`config.mk`:
```
export PLATFORM = sky130hd
export DESIGN_NAME = ffha_sequencer
export DESIGN_NICKNAME = d
export VERILOG_FILES = /design/src/assert_macros.svh /design/src/ffha_pkg.sv /design/src/ffha_sequencer.sv
export SDC_FILE = /design/constraint.sdc
export NUM_CORES = 1
export LEC_CHECK = 0
export BUFFER_PORTS_ARGS = -buffer_cell sky130_fd_sc_hd__clkbuf_2
export CAP_MARGIN = 10
export CORE_AREA = 5 5 42 44
export CTS_CLUSTER_DIAMETER = 150
export CTS_CLUSTER_SIZE = 24
export DETAILED_ROUTE_END_ITERATION = 6
export DIE_AREA = 0 0 47 49
export GPL_ROUTABILITY_DRIVEN = 0
export MAX_ROUTING_LAYER = met4
export PLACE_DENSITY = 0.67
export SLEW_MARGIN = 20
export SYNTH_ARGS = -nofsm -noshare
export SYNTH_HDL_FRONTEND = slang
export SYNTH_SLANG_ARGS = --single-unit
```
`constraint.sdc`:
```
create_clock -name clk -period 3.98 [get_ports clk]
set_clock_uncertainty 0.05 [all_clocks]
set_input_delay 0.796 -clock clk [delete_from_list [all_inputs] [get_ports clk]]
set_output_delay 0.796 -clock clk [all_outputs]
set_load 0.02 [all_outputs]
```
`src/assert_macros.svh`:
```
// Assertion macros shared by the heap allocator RTL.
// Each macro clocks on clk and is disabled while rst_n is low.
`ifndef ASSERT_MACROS_SVH
`define ASSERT_MACROS_SVH

// Same-cycle implication
`define FFHA_ASSERT_IMPL(label, pre, post, msg) \
    label: assert property (@(posedge clk) disable iff (!rst_n) (pre) |-> (post)) \
        else $error(msg);

// Next-cycle implication
`define FFHA_ASSERT_NEXT(label, pre, post, msg) \
    label: assert property (@(posedge clk) disable iff (!rst_n) (pre) |=> (post)) \
        else $error(msg);

`endif

```
`src/ffha_pkg.sv`:
```
// Package for the first-fit heap allocator: sizes, header layout, status codes,
// microcode types. No dependencies.
`default_nettype none

package ffha_pkg;

    // Heap geometry
    localparam int HEAP_WORDS = 1024;
    localparam int ADDR_W     = $clog2(HEAP_WORDS);
    localparam int POS_W      = ADDR_W + 1;
    localparam int SIZE_W     = ADDR_W + 1;
    localparam int HDR_W      = SIZE_W + 1;

    // Request and result field widths
    localparam int BYTES_W    = 13;
    localparam int WORDS_W    = BYTES_W - 1;
    localparam int BADDR_W    = 10;
    localparam int DADDR_W    = 10;
    localparam int CMP_W      = ((WORDS_W > POS_W) ? WORDS_W : POS_W) + 1;

    // Stream widths
    localparam int S_TDATA_W  = ((BYTES_W + BADDR_W + 7) / 8) * 8;
    localparam int M_TDATA_W  = ((DADDR_W + 7) / 8) * 8;

    // Microprogram step counter width
    localparam int STEP_W     = 4;

    typedef struct packed {
        logic              used;
        logic [SIZE_W-1:0] size;
    } hdr_t;

    typedef enum logic [1:0] {
        ST_OK      = 2'd0,
        ST_NOMEM   = 2'd1,
        ST_BADFREE = 2'd2
    } status_t;

    typedef enum logic {
        CMD_ALLOC = 1'b0,
        CMD_FREE  = 1'b1
    } cmd_t;

    // Datapath operation of one microcode step
    typedef enum logic [3:0] {
        OP_NOP,
        OP_CLEAR,
        OP_LOAD,
        OP_WALK_RD,
        OP_WALK_EVAL,
        OP_ALLOC,
        OP_FREE_RD,
        OP_FREE_EVAL,
        OP_EMIT
    } op_t;

    // Jump condition of one microcode step
    typedef enum logic [2:0] {
        C_SEQ,
        C_ALWAYS,
        C_CLR_MORE,
        C_NO_REQ,
        C_FREE_CMD,
        C_FAIL,
        C_NOT_FIT,
        C_OUT_BUSY
    } cond_t;

    typedef struct packed {
        op_t               op;
        cond_t             cond;
        logic [STEP_W-1:0] target;
    } ucode_t;

    // Status returned from datapath to sequencer
    typedef struct packed {
        logic req;
        logic free_cmd;
        logic fail;
        logic not_fit;
        logic clr_more;
        logic out_busy;
    } dp_flags_t;

endpackage

`default_nettype wire

```
`src/ffha_sequencer.sv`:
```
// Microcode sequencer: step counter, control-word ROM and jump logic.
// Depends on ffha_pkg.
`default_nettype none

module ffha_sequencer (
    input  wire logic                clk,
    input  wire logic                rst_n,
    input  wire ffha_pkg::dp_flags_t flags,
    output ffha_pkg::ucode_t         ctrl
);

    // Step addresses
    localparam logic [ffha_pkg::STEP_W-1:0] S_CLEAR     = 4'd0;
    localparam logic [ffha_pkg::STEP_W-1:0] S_LOAD      = 4'd1;
    localparam logic [ffha_pkg::STEP_W-1:0] S_DISPATCH  = 4'd2;
    localparam logic [ffha_pkg::STEP_W-1:0] S_WALK_RD   = 4'd3;
    localparam logic [ffha_pkg::STEP_W-1:0] S_WALK_EVAL = 4'd4;
    localparam logic [ffha_pkg::STEP_W-1:0] S_ALLOC     = 4'd5;
    localparam logic [ffha_pkg::STEP_W-1:0] S_FREE_RD   = 4'd6;
    localparam logic [ffha_pkg::STEP_W-1:0] S_FREE_EVAL = 4'd7;
    localparam logic [ffha_pkg::STEP_W-1:0] S_EMIT      = 4'd8;
    localparam logic [ffha_pkg::STEP_W-1:0] S_RETURN    = 4'd9;

    logic [ffha_pkg::STEP_W-1:0] step_reg;
    logic [ffha_pkg::STEP_W-1:0] step_next;
    logic                        take_jump;

    // Control store
    function automatic ffha_pkg::ucode_t rom(input logic [ffha_pkg::STEP_W-1:0] s);
        ffha_pkg::ucode_t w;
        unique case (s)
            S_CLEAR:     w = '{ffha_pkg::OP_CLEAR,     ffha_pkg::C_CLR_MORE, S_CLEAR};
            S_LOAD:      w = '{ffha_pkg::OP_LOAD,      ffha_pkg::C_NO_REQ,   S_LOAD};
            S_DISPATCH:  w = '{ffha_pkg::OP_NOP,       ffha_pkg::C_FREE_CMD, S_FREE_RD};
            S_WALK_RD:   w = '{ffha_pkg::OP_WALK_RD,   ffha_pkg::C_FAIL,     S_EMIT};
            S_WALK_EVAL: w = '{ffha_pkg::OP_WALK_EVAL, ffha_pkg::C_NOT_FIT,  S_WALK_RD};
            S_ALLOC:     w = '{ffha_pkg::OP_ALLOC,     ffha_pkg::C_ALWAYS,   S_EMIT};
            S_FREE_RD:   w = '{ffha_pkg::OP_FREE_RD,   ffha_pkg::C_FAIL,     S_EMIT};
            S_FREE_EVAL: w = '{ffha_pkg::OP_FREE_EVAL, ffha_pkg::C_SEQ,      S_EMIT};
            S_EMIT:      w = '{ffha_pkg::OP_EMIT,      ffha_pkg::C_OUT_BUSY, S_EMIT};
            S_RETURN:    w = '{ffha_pkg::OP_NOP,       ffha_pkg::C_ALWAYS,   S_LOAD};
            default:     w = '{ffha_pkg::OP_NOP,       ffha_pkg::C_ALWAYS,   S_LOAD};
        endcase
        return w;
    endfunction

    assign ctrl = rom(step_reg);

    // Evaluate the jump condition
    always_comb
    begin
        unique case (ctrl.cond)
            ffha_pkg::C_SEQ:      take_jump = 1'b0;
            ffha_pkg::C_ALWAYS:   take_jump = 1'b1;
            ffha_pkg::C_CLR_MORE: take_jump = flags.clr_more;
            ffha_pkg::C_NO_REQ:   take_jump = !flags.req;
            ffha_pkg::C_FREE_CMD: take_jump = flags.free_cmd;
            ffha_pkg::C_FAIL:     take_jump = flags.fail;
            ffha_pkg::C_NOT_FIT:  take_jump = flags.not_fit;
            ffha_pkg::C_OUT_BUSY: take_jump = flags.out_busy;
            default:              take_jump = 1'b0;
        endcase
        step_next = take_jump ? ctrl.target : step_reg + 1'b1;
    end

    // Advance the step counter; start with the clearing pass
    always_ff @(posedge clk or negedge rst_n)
    begin
        if (!rst_n)
        begin
            step_reg <= S_CLEAR;
        end
        else
        begin
            step_reg <= step_next;
        end
    end

endmodule

`default_nettype wire

```
==> results of run 1 <==
[power by group through the flow]
| stage | combinational, mW | clock, mW | sequential [mW] |
|---|---|---|---|
| floorplan | 0.431 | 0 | 0.0865 |
| global placement | 0.525 | 0 | 0.116 |
| detailed placement | 0.525 | 0 | 0.118 |
| CTS | 0.526 | 0.0504 | 0.118 |
| global route | 0.566 | 0.0581 | 0.125 |
| finish | 0.522 | 0.0525 | 0.120 |
[worst max-delay path, cell delays in order (launching register included)]
cell and delay [ps]:
sky130_fd_sc_hd__dfrtp_1 510, sky130_fd_sc_hd__inv_1 170, sky130_fd_sc_hd__ha_1 270, sky130_fd_sc_hd__and2_2 200, sky130_fd_sc_hd__a211oi_1 250, sky130_fd_sc_hd__nor2_1 90, sky130_fd_sc_hd__clkbuf_2 160
[layout by cell type, fill, tap and decap left out, types with 2 or more instances in the layout]
cell type                  count
sky130_fd_sc_hd__dfrtp_1       4
sky130_fd_sc_hd__nand2_1       7
sky130_fd_sc_hd__clkbuf_4      3
sky130_fd_sc_hd__inv_1         7
sky130_fd_sc_hd__mux2i_1       2
sky130_fd_sc_hd__ha_1          5
sky130_fd_sc_hd__nand3_1       4
sky130_fd_sc_hd__clkbuf_2     18
sky130_fd_sc_hd__and3_1        2
sky130_fd_sc_hd__a21oi_1       4
sky130_fd_sc_hd__nor2_1        4
sky130_fd_sc_hd__o21ai_1       2
sky130_fd_sc_hd__mux2_4        3
sky130_fd_sc_hd__a211oi_1      2
sky130_fd_sc_hd__xnor2_1       2
[routing by layer]
metal | track usage | vias up
li1 | - | 261
met1 | 0.179 | 245
met2 | 0.179 | 13
met3 | 0.0369 | 2
met4 | 0.0691 | 0
met5 | - | -
[cell families (layout without fill, tap and decap cells)]
kind of cell             count (synthesis)  in the layout
AO/OA/AOI/OAI                           14             14
XOR/XNOR                                 2              2
adder cells (fa/ha/maj)                  5              5
buffers and inverters                   10             29
flip-flops                               4              4
multiplexers                             6              6
AND/OR/NAND/NOR                         22             22
[path summary, 6_finish.rpt]
kind / cells past startpoint / startpoint / end / slack, ps
min in group clk: 2 / step_reg[2] / step_reg[2] / 810
max reg2reg: 7 / step_reg[0] / step_reg[3] / 1630
min: 1 / rst_n / step_reg[1] / 290
max in group asynchronous: 1 / rst_n / step_reg[2] / 3460
max: 6 / step_reg[0] / ctrl[0] / 1220
min reg2reg: 2 / step_reg[2] / step_reg[2] / 810
[final cells by class]
class                   instances  share of cell area
flip-flops and latches          4               0.153
clock buffers                   3              0.0344
inverters                       8              0.0458
repair buffers                 18               0.137
multi-input cells              49               0.599
well taps                      16              0.0305
[stage by stage]
| step | setup WS (ps) | total power, mW | util | cell area (sq um) |
|---|---|---|---|---|
| finish | 1220 | 0.694 | 0.468 | 656 |
| global route | 1090 | 0.749 | 0.468 | 656 |
| CTS | 1260 | 0.695 | 0.468 | 656 |
| detailed placement | 1510 | 0.643 | 0.452 | 633 |
| global placement | 1620 | 0.641 | 0.452 | 633 |
| floorplan | 1650 | 0.518 | - | 539 |
==> results.md, run 1 <==
- For this design, the CTS-stage hold fixing added 0 buffers.
- In the synthesized netlist the dominant register cell turns out to be sky130_fd_sc_hd__dfrtp_1.
- The proportion of synthesized area in mux cells is 0.142.
- The clock period could shrink to roughly 2800 ps.
- The first-pass GRT wire length is ~2200 um.
- For this run, the top clock speed supported by timing is 363 MHz.
- A synthesized cell averages about 8.6 sq um.
- For this run, the register share of the synthesized area comes to 0.186.
- Of the total power, combinational logic draws 0.752.
- The flow ran to the end, and the final reports show no timing, DRC or antenna violations.
- The hold violation total from the final report is 0.
- The portion of the clock cycle consumed by the worst path in the final layout is 0.692.
- The async set-reset flop share out of synthesis is 1.00.
- The number of flip-flops and latches in the synthesized netlist is 4.
- The switching power total is between 0.3 and 0.4 mW.
- Summed over all layers, the routed wires come to around 1300 um.
- The number of antenna violations at the first check in global routing is 0.
- The non-filler instance count after layout is slightly below 100.
- The number of setup buffers added after CTS is 0.
- The number of global-route vias before repair is between 500 and 600.
- Of the total power, the share spent switching nets is 0.518.
- The routed layout has approximately 520 vias.
- Across the run, the number of max-cap violations was 0.
- In this run the remaining antenna-violating nets after routing total 0.
- Of the total synthesized cell area, the portion taken by full adders, half adders and majority gates is 0.116.
- Setup repair after global routing left no endpoint under its margin.
- The worst-case IR drop observed on VDD is 0.521 mV.
- The ratio of cells with drive above 1 in the final layout is 0.366.
- The number of iterations in the first detailed-routing pass is 4.
- After synthesis, the cell types taking the most area are sky130_fd_sc_hd__dfrtp_1, sky130_fd_sc_hd__ha_1, sky130_fd_sc_hd__mux2_4.
- For this design the top-level I/O count stands at 19.
- For this run, the number of Yosys warnings is 0.
- The signed area change from the synthesized netlist to the final layout is 21.6%.
- The repair_antennas step left the layout with diodes totalling 0.
- The post-synthesis instance area is 539 sq um.
- The routed design uses about 73 um of met3 wire.
- For the worst setup path, the data arrival time is 1910 ps.
- The number of buffer cells added on primary ports is 18.
- The number of nets produced by synthesis is 76.
- The cell count after synthesis came out at 63.
- The largest fanout on the critical path is 8.
- The die extent in y is ~49 um.
- The number of buffers added by the clock tree synthesis step is 3.
- Registers take between 100 and 150 sq um.
- Of the total power, the clock network draws 0.076.
- The type of the tightest min-delay check is input pin to asynchronous set/reset pin.
- The die is 47 um wide.
- After synthesis, the most frequently instantiated cells are sky130_fd_sc_hd__inv_1, sky130_fd_sc_hd__nand2_1, sky130_fd_sc_hd__ha_1.
- The initial utilization of the core area, before any placement, comes to 0.385.
- The largest total area in the synthesized netlist belongs to sky130_fd_sc_hd__dfrtp_1.
- The share of the synthesized area in compound gates (AO/OA/AOI/OAI) is 0.220.
- Power spread over the standard cell area amounts to 1060 nW/um^2.
- Setup total negative slack on the finished layout was measured at 0 ps.
- Clock-pin slew was measured on the worst setup and hold paths at approximately 40 ps.
- Of the total synthesized cell area, the portion taken by XOR and XNOR cells is 0.0325.
- The highest routed metal layer is met4.
- The clock reaches the later pin of the worst-skew pair after ~250 ps.
- The main combinational cell family by area after synthesis is compound AO/OA/AOI/OAI gates.
- Of the post-synthesis cell area, the dominant cell type holds 0.186.
- In this run the number of H-tree levels came out at 1.
- Fill cells in the final layout number 160.
- Yosys mapped a number of flops with a built-in enable equal to 0.
- The final-report setup violation count is 0.
- The count of unresolved DRC violations after routing is 0.
- Headroom to the max-slew limit came out at 0.676.
- Of the total synthesized cell area, the portion taken by AND, OR, NAND and NOR gates is 0.218.
- The multi-input combinational cell area is 393 sq um.
- The detailed route wirelength on metal2 is 613 um.
- The HPWL after detailed placement is slightly above 1000 um.
- The die covers between 2000 and 2500 sq um.
- The tree built by TritonCTS fans out to 4 sinks.
- In this run, post-CTS repair resized a total of 0 instances.
- The data required time of the critical path is ~3100 ps.
- Dividing the detail-routed via count by the number of cells gives 5.32.
- The count of placed standard cells including taps is 95.
- The setup path with the least slack is of type flip-flop to primary output.
- After the last flow step, the layout net total stands at 97.
- No sink is reached through more buffers than the 2 on the longest clock path.
- For this run, the total global-route usage over all layers was measured as 0.134.
- The total core area is around 1400 sq um.
- At the pin with the least slew margin, the transition time is approximately 490 ps.
- The sequential group share of total power is 0.173.
- The standard-cell row count is 14.
- The maximum number of pins on one net before global-route repair is 16.
- The endpoint kind of the worst setup timing path is a primary output.
- The analysis attributes to cell leakage a power of approximately 0.36 nW.
- In this run, the number of DRC markers left after iteration 0 of detailed routing was 8.
- For this block, wires on met1 add up to 608 um.
- The aggregate global routing overflow is 0.
- The clock tree from TritonCTS is built.
- The flip-flop count of the largest register, all copies and words added is 4.
- STA classifies the critical path startpoint as a flip-flop.
- Cell internal power was estimated by the tool at ~0.33 mW.
- The smallest hold slack is about 290 ps.
- In this run, distinct cell masters in the synthesized netlist total 28.
- The max-slew violation count came to 0.
- In this run the clock root is driven by a sky130_fd_sc_hd__clkbuf_4.
- The routed wire length per instance is around 13 um.
(Power assumes the default switching activity.)
==> run 2, diff against run 1 <==
Settings changed: ABC_AREA from default to 1, CORE_AREA 5 5 42 44 to default, CORE_MARGIN from default to 5, CORE_UTILIZATION from default to 45, DIE_AREA 0 0 47 49 to default, PLACE_DENSITY 0.67 to 0.74.
Clock period 3.98 ns to 2.4 ns, I/O delays scaled along.
==> results.md, run 2 <==
- The first-pass GRT wire length is 2260 um (+2.5%).
- By area the synthesized netlist is led by sky130_fd_sc_hd__dfrtp_1, sky130_fd_sc_hd__nand2_1, sky130_fd_sc_hd__ha_1.
- The number of nets in the layout was 116 (+20%).
- The largest fanout on the critical path is 5 (-3).
- The area of the die is 2290 sq um (-0.48%).
- The transition time at the pin with the least slew margin is 617 ps (+132 ps).
- The number of antenna violations at the first check in global routing is 0 (unchanged).
- The floorplan die width is 47.9 um (+1.9%).
- The tree is rooted in a sky130_fd_sc_hd__clkbuf_4.
- The routed via count is 584 (+12%).
- The most used flip-flop cell after synthesis is sky130_fd_sc_hd__dfrtp_1.
- The worst setup path category is flip-flop to primary output.
- The post-synthesis instance area is 646 sq um (+20%).
- The count of mapped cells out of synthesis is 81 (+29%).
- The number of buffers added by the clock tree synthesis step is 3 (unchanged).
- The data required time of the critical path came to 1870 ps (-1260 ps).
- In the post-synthesis netlist, the cell with the most instances is sky130_fd_sc_hd__nand2_1.
- The normalized max-slew margin was 0.588 (-0.0877).
- sky130_fd_sc_hd__dfrtp_1 takes more of the synthesized area than any other cell.
- The worst setup slack before clock tree synthesis is 309 ps (-1200 ps).
- The flow ran to the end, and the final reports show no timing, DRC or antenna violations.
- The CTS sink count is 4 (unchanged).
- The routed wire length per instance is 12.8 um (-4.8%).
- The number of enable-type register cells in the synthesized netlist is 0 (unchanged).
- The H-tree depth reported by CTS came to 1 (unchanged).
- The non-filler instance count after layout is 116 (+18%).
- The count of synthesis-stage warnings from yosys is 0 (unchanged).
- The data arrival time of the worst path is 1820 ps (-90 ps).
- The count of placed standard cells including taps is 112 (+18%).
- The number of DRC markers in iteration 0 is 8 (unchanged).
- The number of buffers on the longest clock path came to 2 (unchanged).
- The leading cell type in the layout, fill and taps excluded is sky130_fd_sc_hd__nand2_1.
- The worst reg-to-reg setup slack was 550 ps (-1080 ps).
- The endpoint kind of the worst setup timing path is a primary output.
- The count of unresolved DRC violations after routing is 0 (unchanged).
- TritonCTS built the clock tree.
- The worst-case setup margin in the final layout was 49.9 ps (-1170 ps).
- The number of library cell types mapped by synthesis came to 25 (-11%).
- The ratio of cells with drive above 1 in the final layout is 0.455 (+0.0896).
- The async set-reset flop share out of synthesis is 1.00 (unchanged).
- The number of buffer cells added on primary ports was 18 (unchanged).
- The most utilized layer in the global route result is met2.
- Derived from the worst setup path, the maximum achievable clock frequency is between 400 and 500 MHz.
- The number of iterations in the first detailed-routing pass is 4 (unchanged).
- The met3 track utilization from global routing came to 0.0451 (+0.00821).
- The I/O pin count is 19 (unchanged).
- The met1 routing resource usage after global routing is 0.192 (+0.0123).
- The clock latency on the worst-skew pair was 240 ps (about the same).
- In the layout the commonest cells are sky130_fd_sc_hd__nand2_1, sky130_fd_sc_hd__clkbuf_2, sky130_fd_sc_hd__inv_1.
- The detailed placement HPWL was 1140 um (+14%).
- The tightest min-delay check is of the input pin to asynchronous set/reset pin type.
- The number of diodes added for antenna fixing came to 0 (unchanged).
- Ranked by instance count, the synthesized netlist is headed by sky130_fd_sc_hd__nand2_1, sky130_fd_sc_hd__inv_1, sky130_fd_sc_hd__nand3_1, sky130_fd_sc_hd__nor2_1.
- The aggregate global routing overflow is 0 (unchanged).
- The number of nets produced by synthesis is 94 (+24%).
- Of the available clock period, the critical path in the final layout requires 0.979.
- The critical path startpoint category is a flip-flop.
- The total core area is 1330 sq um (-4.8%).
- The number of setup buffers added after CTS came to 0 (unchanged).
- The maximum number of pins on one net before global-route repair is 11 (-5).
- The hold violation total from the final report is 0 (unchanged).
- The number of flip-flops and latches in the synthesized netlist is 4 (unchanged).
- The met2 routing resource usage after global routing was 0.219 (+0.0403).
- The final-report setup violation count is 0 (unchanged).
- The number of routed nets with antenna violations came to 0 (unchanged).
- The number of global-route vias before repair is 511 (+2.0%).
- The number of maximum-capacitance violations is 0 (unchanged).
- The proportion of netlist area held by the largest area contributor came to 0.155 (-0.0306).
- The flip-flop count of the largest register, all copies and words added is 4 (unchanged).
- The standard-cell row count is 13 (-1).
- The register area share after synthesis is 0.155 (-0.0306).
- The total wire length after detailed routing is 1480 um (+13%).
- The post-route minimum period is roughly 2400 ps.
- The clock-pin slew reported for the worst setup and hold paths after clock tree synthesis was 40 ps (about the same).
- The max-slew violation count is 0 (unchanged).
- The signed area change from the synthesized netlist to the final layout is 19.8%.
- The die extent in y is 47.9 um (-2.3%).
- The detailed-route vias per instance is 5.03 (-5.3%).
- The effective utilization at floorplan is 0.484 (+0.0992).
- The fill cell total of the finished layout came to 132 (-18%).
- The synthesized area per cell is 7.97 sq um (-6.9%).
- The overall track demand over capacity in global routing is 0.141 (+0.00754).
## run 2: cell count changes after synthesis, sizes merged, moves of 3 or more
cell / before / now
a21oi: 4 / 1
nor2: 4 / 9
nand2: 7 / 28
nand3: 4 / 12
mux2: 4 / 0
## run 2: worst paths after layout
path | to | start | cells after the start
max in group asynchronous | step_reg[3] | rst_n | 2
min in group clk | step_reg[0] | flags[3] | 6
worst max register to register | step_reg[3] | step_reg[1] | 11
worst min register to register | step_reg[0] | step_reg[0] | 3
worst max-delay path | ctrl[3] | step_reg[1] | 7
worst min-delay path | step_reg[1] | rst_n | 2
## run 2: cell type report
class,instances,area (sq um),area share
multi-input combinational,63,458,0.592
tap,15,18.8,0.0243
inverter,12,71.3,0.0922
timing repair buffer,19,103,0.133
clock buffer,3,22.5,0.0291
sequential,4,100,0.129
## run 2: kinds of logic (layout without fill, tap and decap cells)
family	count (synthesis)	count (layout)	synth area share
AO/OA/AOI/OAI	6	6	0.0698
XOR/XNOR	2	2	0.0271
adder cells (fa/ha/maj)	5	5	0.0969
buffers and inverters	14	34	0.145
flip-flops	4	4	0.155
AND/OR/NAND/NOR	50	50	0.506
## run 2: layer usage
layer | part of all wire | up-vias | routed length (um)
met3 | 0.076 | 0 | 112
li1 | - | 299 | -
met4 | 0 | 0 | 0
met2 | 0.48 | 22 | 715
met1 | 0.44 | 263 | 651
met5 | 0 | - | 0
## run 2: repair_timing
action                                 CTS  global route
gates resized for setup                  0             3
setup endpoints to repair                0             1
endpoints found under the hold margin    4             0
hold buffers                             1             0
## run 2: critical path, stage by stage, from the launching register on
cell and delay (ps):
sky130_fd_sc_hd__dfrtp_1 410, sky130_fd_sc_hd__bufinv_8 230, sky130_fd_sc_hd__ha_1 190, sky130_fd_sc_hd__inv_1 90, sky130_fd_sc_hd__o21ai_4 200, sky130_fd_sc_hd__inv_1 90
sky130_fd_sc_hd__a31oi_2 190, sky130_fd_sc_hd__buf_4 180
## run 2: through the flow
step	TNS [ps]	hold WS (ps)	utilization	area, sq um
finish	0	531	0.580	773
global placement	0	237	0.549	732
detailed placement	0	238	0.549	732
floorplan	0	134	-	646
global route	-42.6	534	0.580	773
CTS	0	533	0.573	764
Power of run 2 is left out: the tool's default activity adds up to more than one toggle a clock period on the data nets, which glitch-free logic cannot reach.
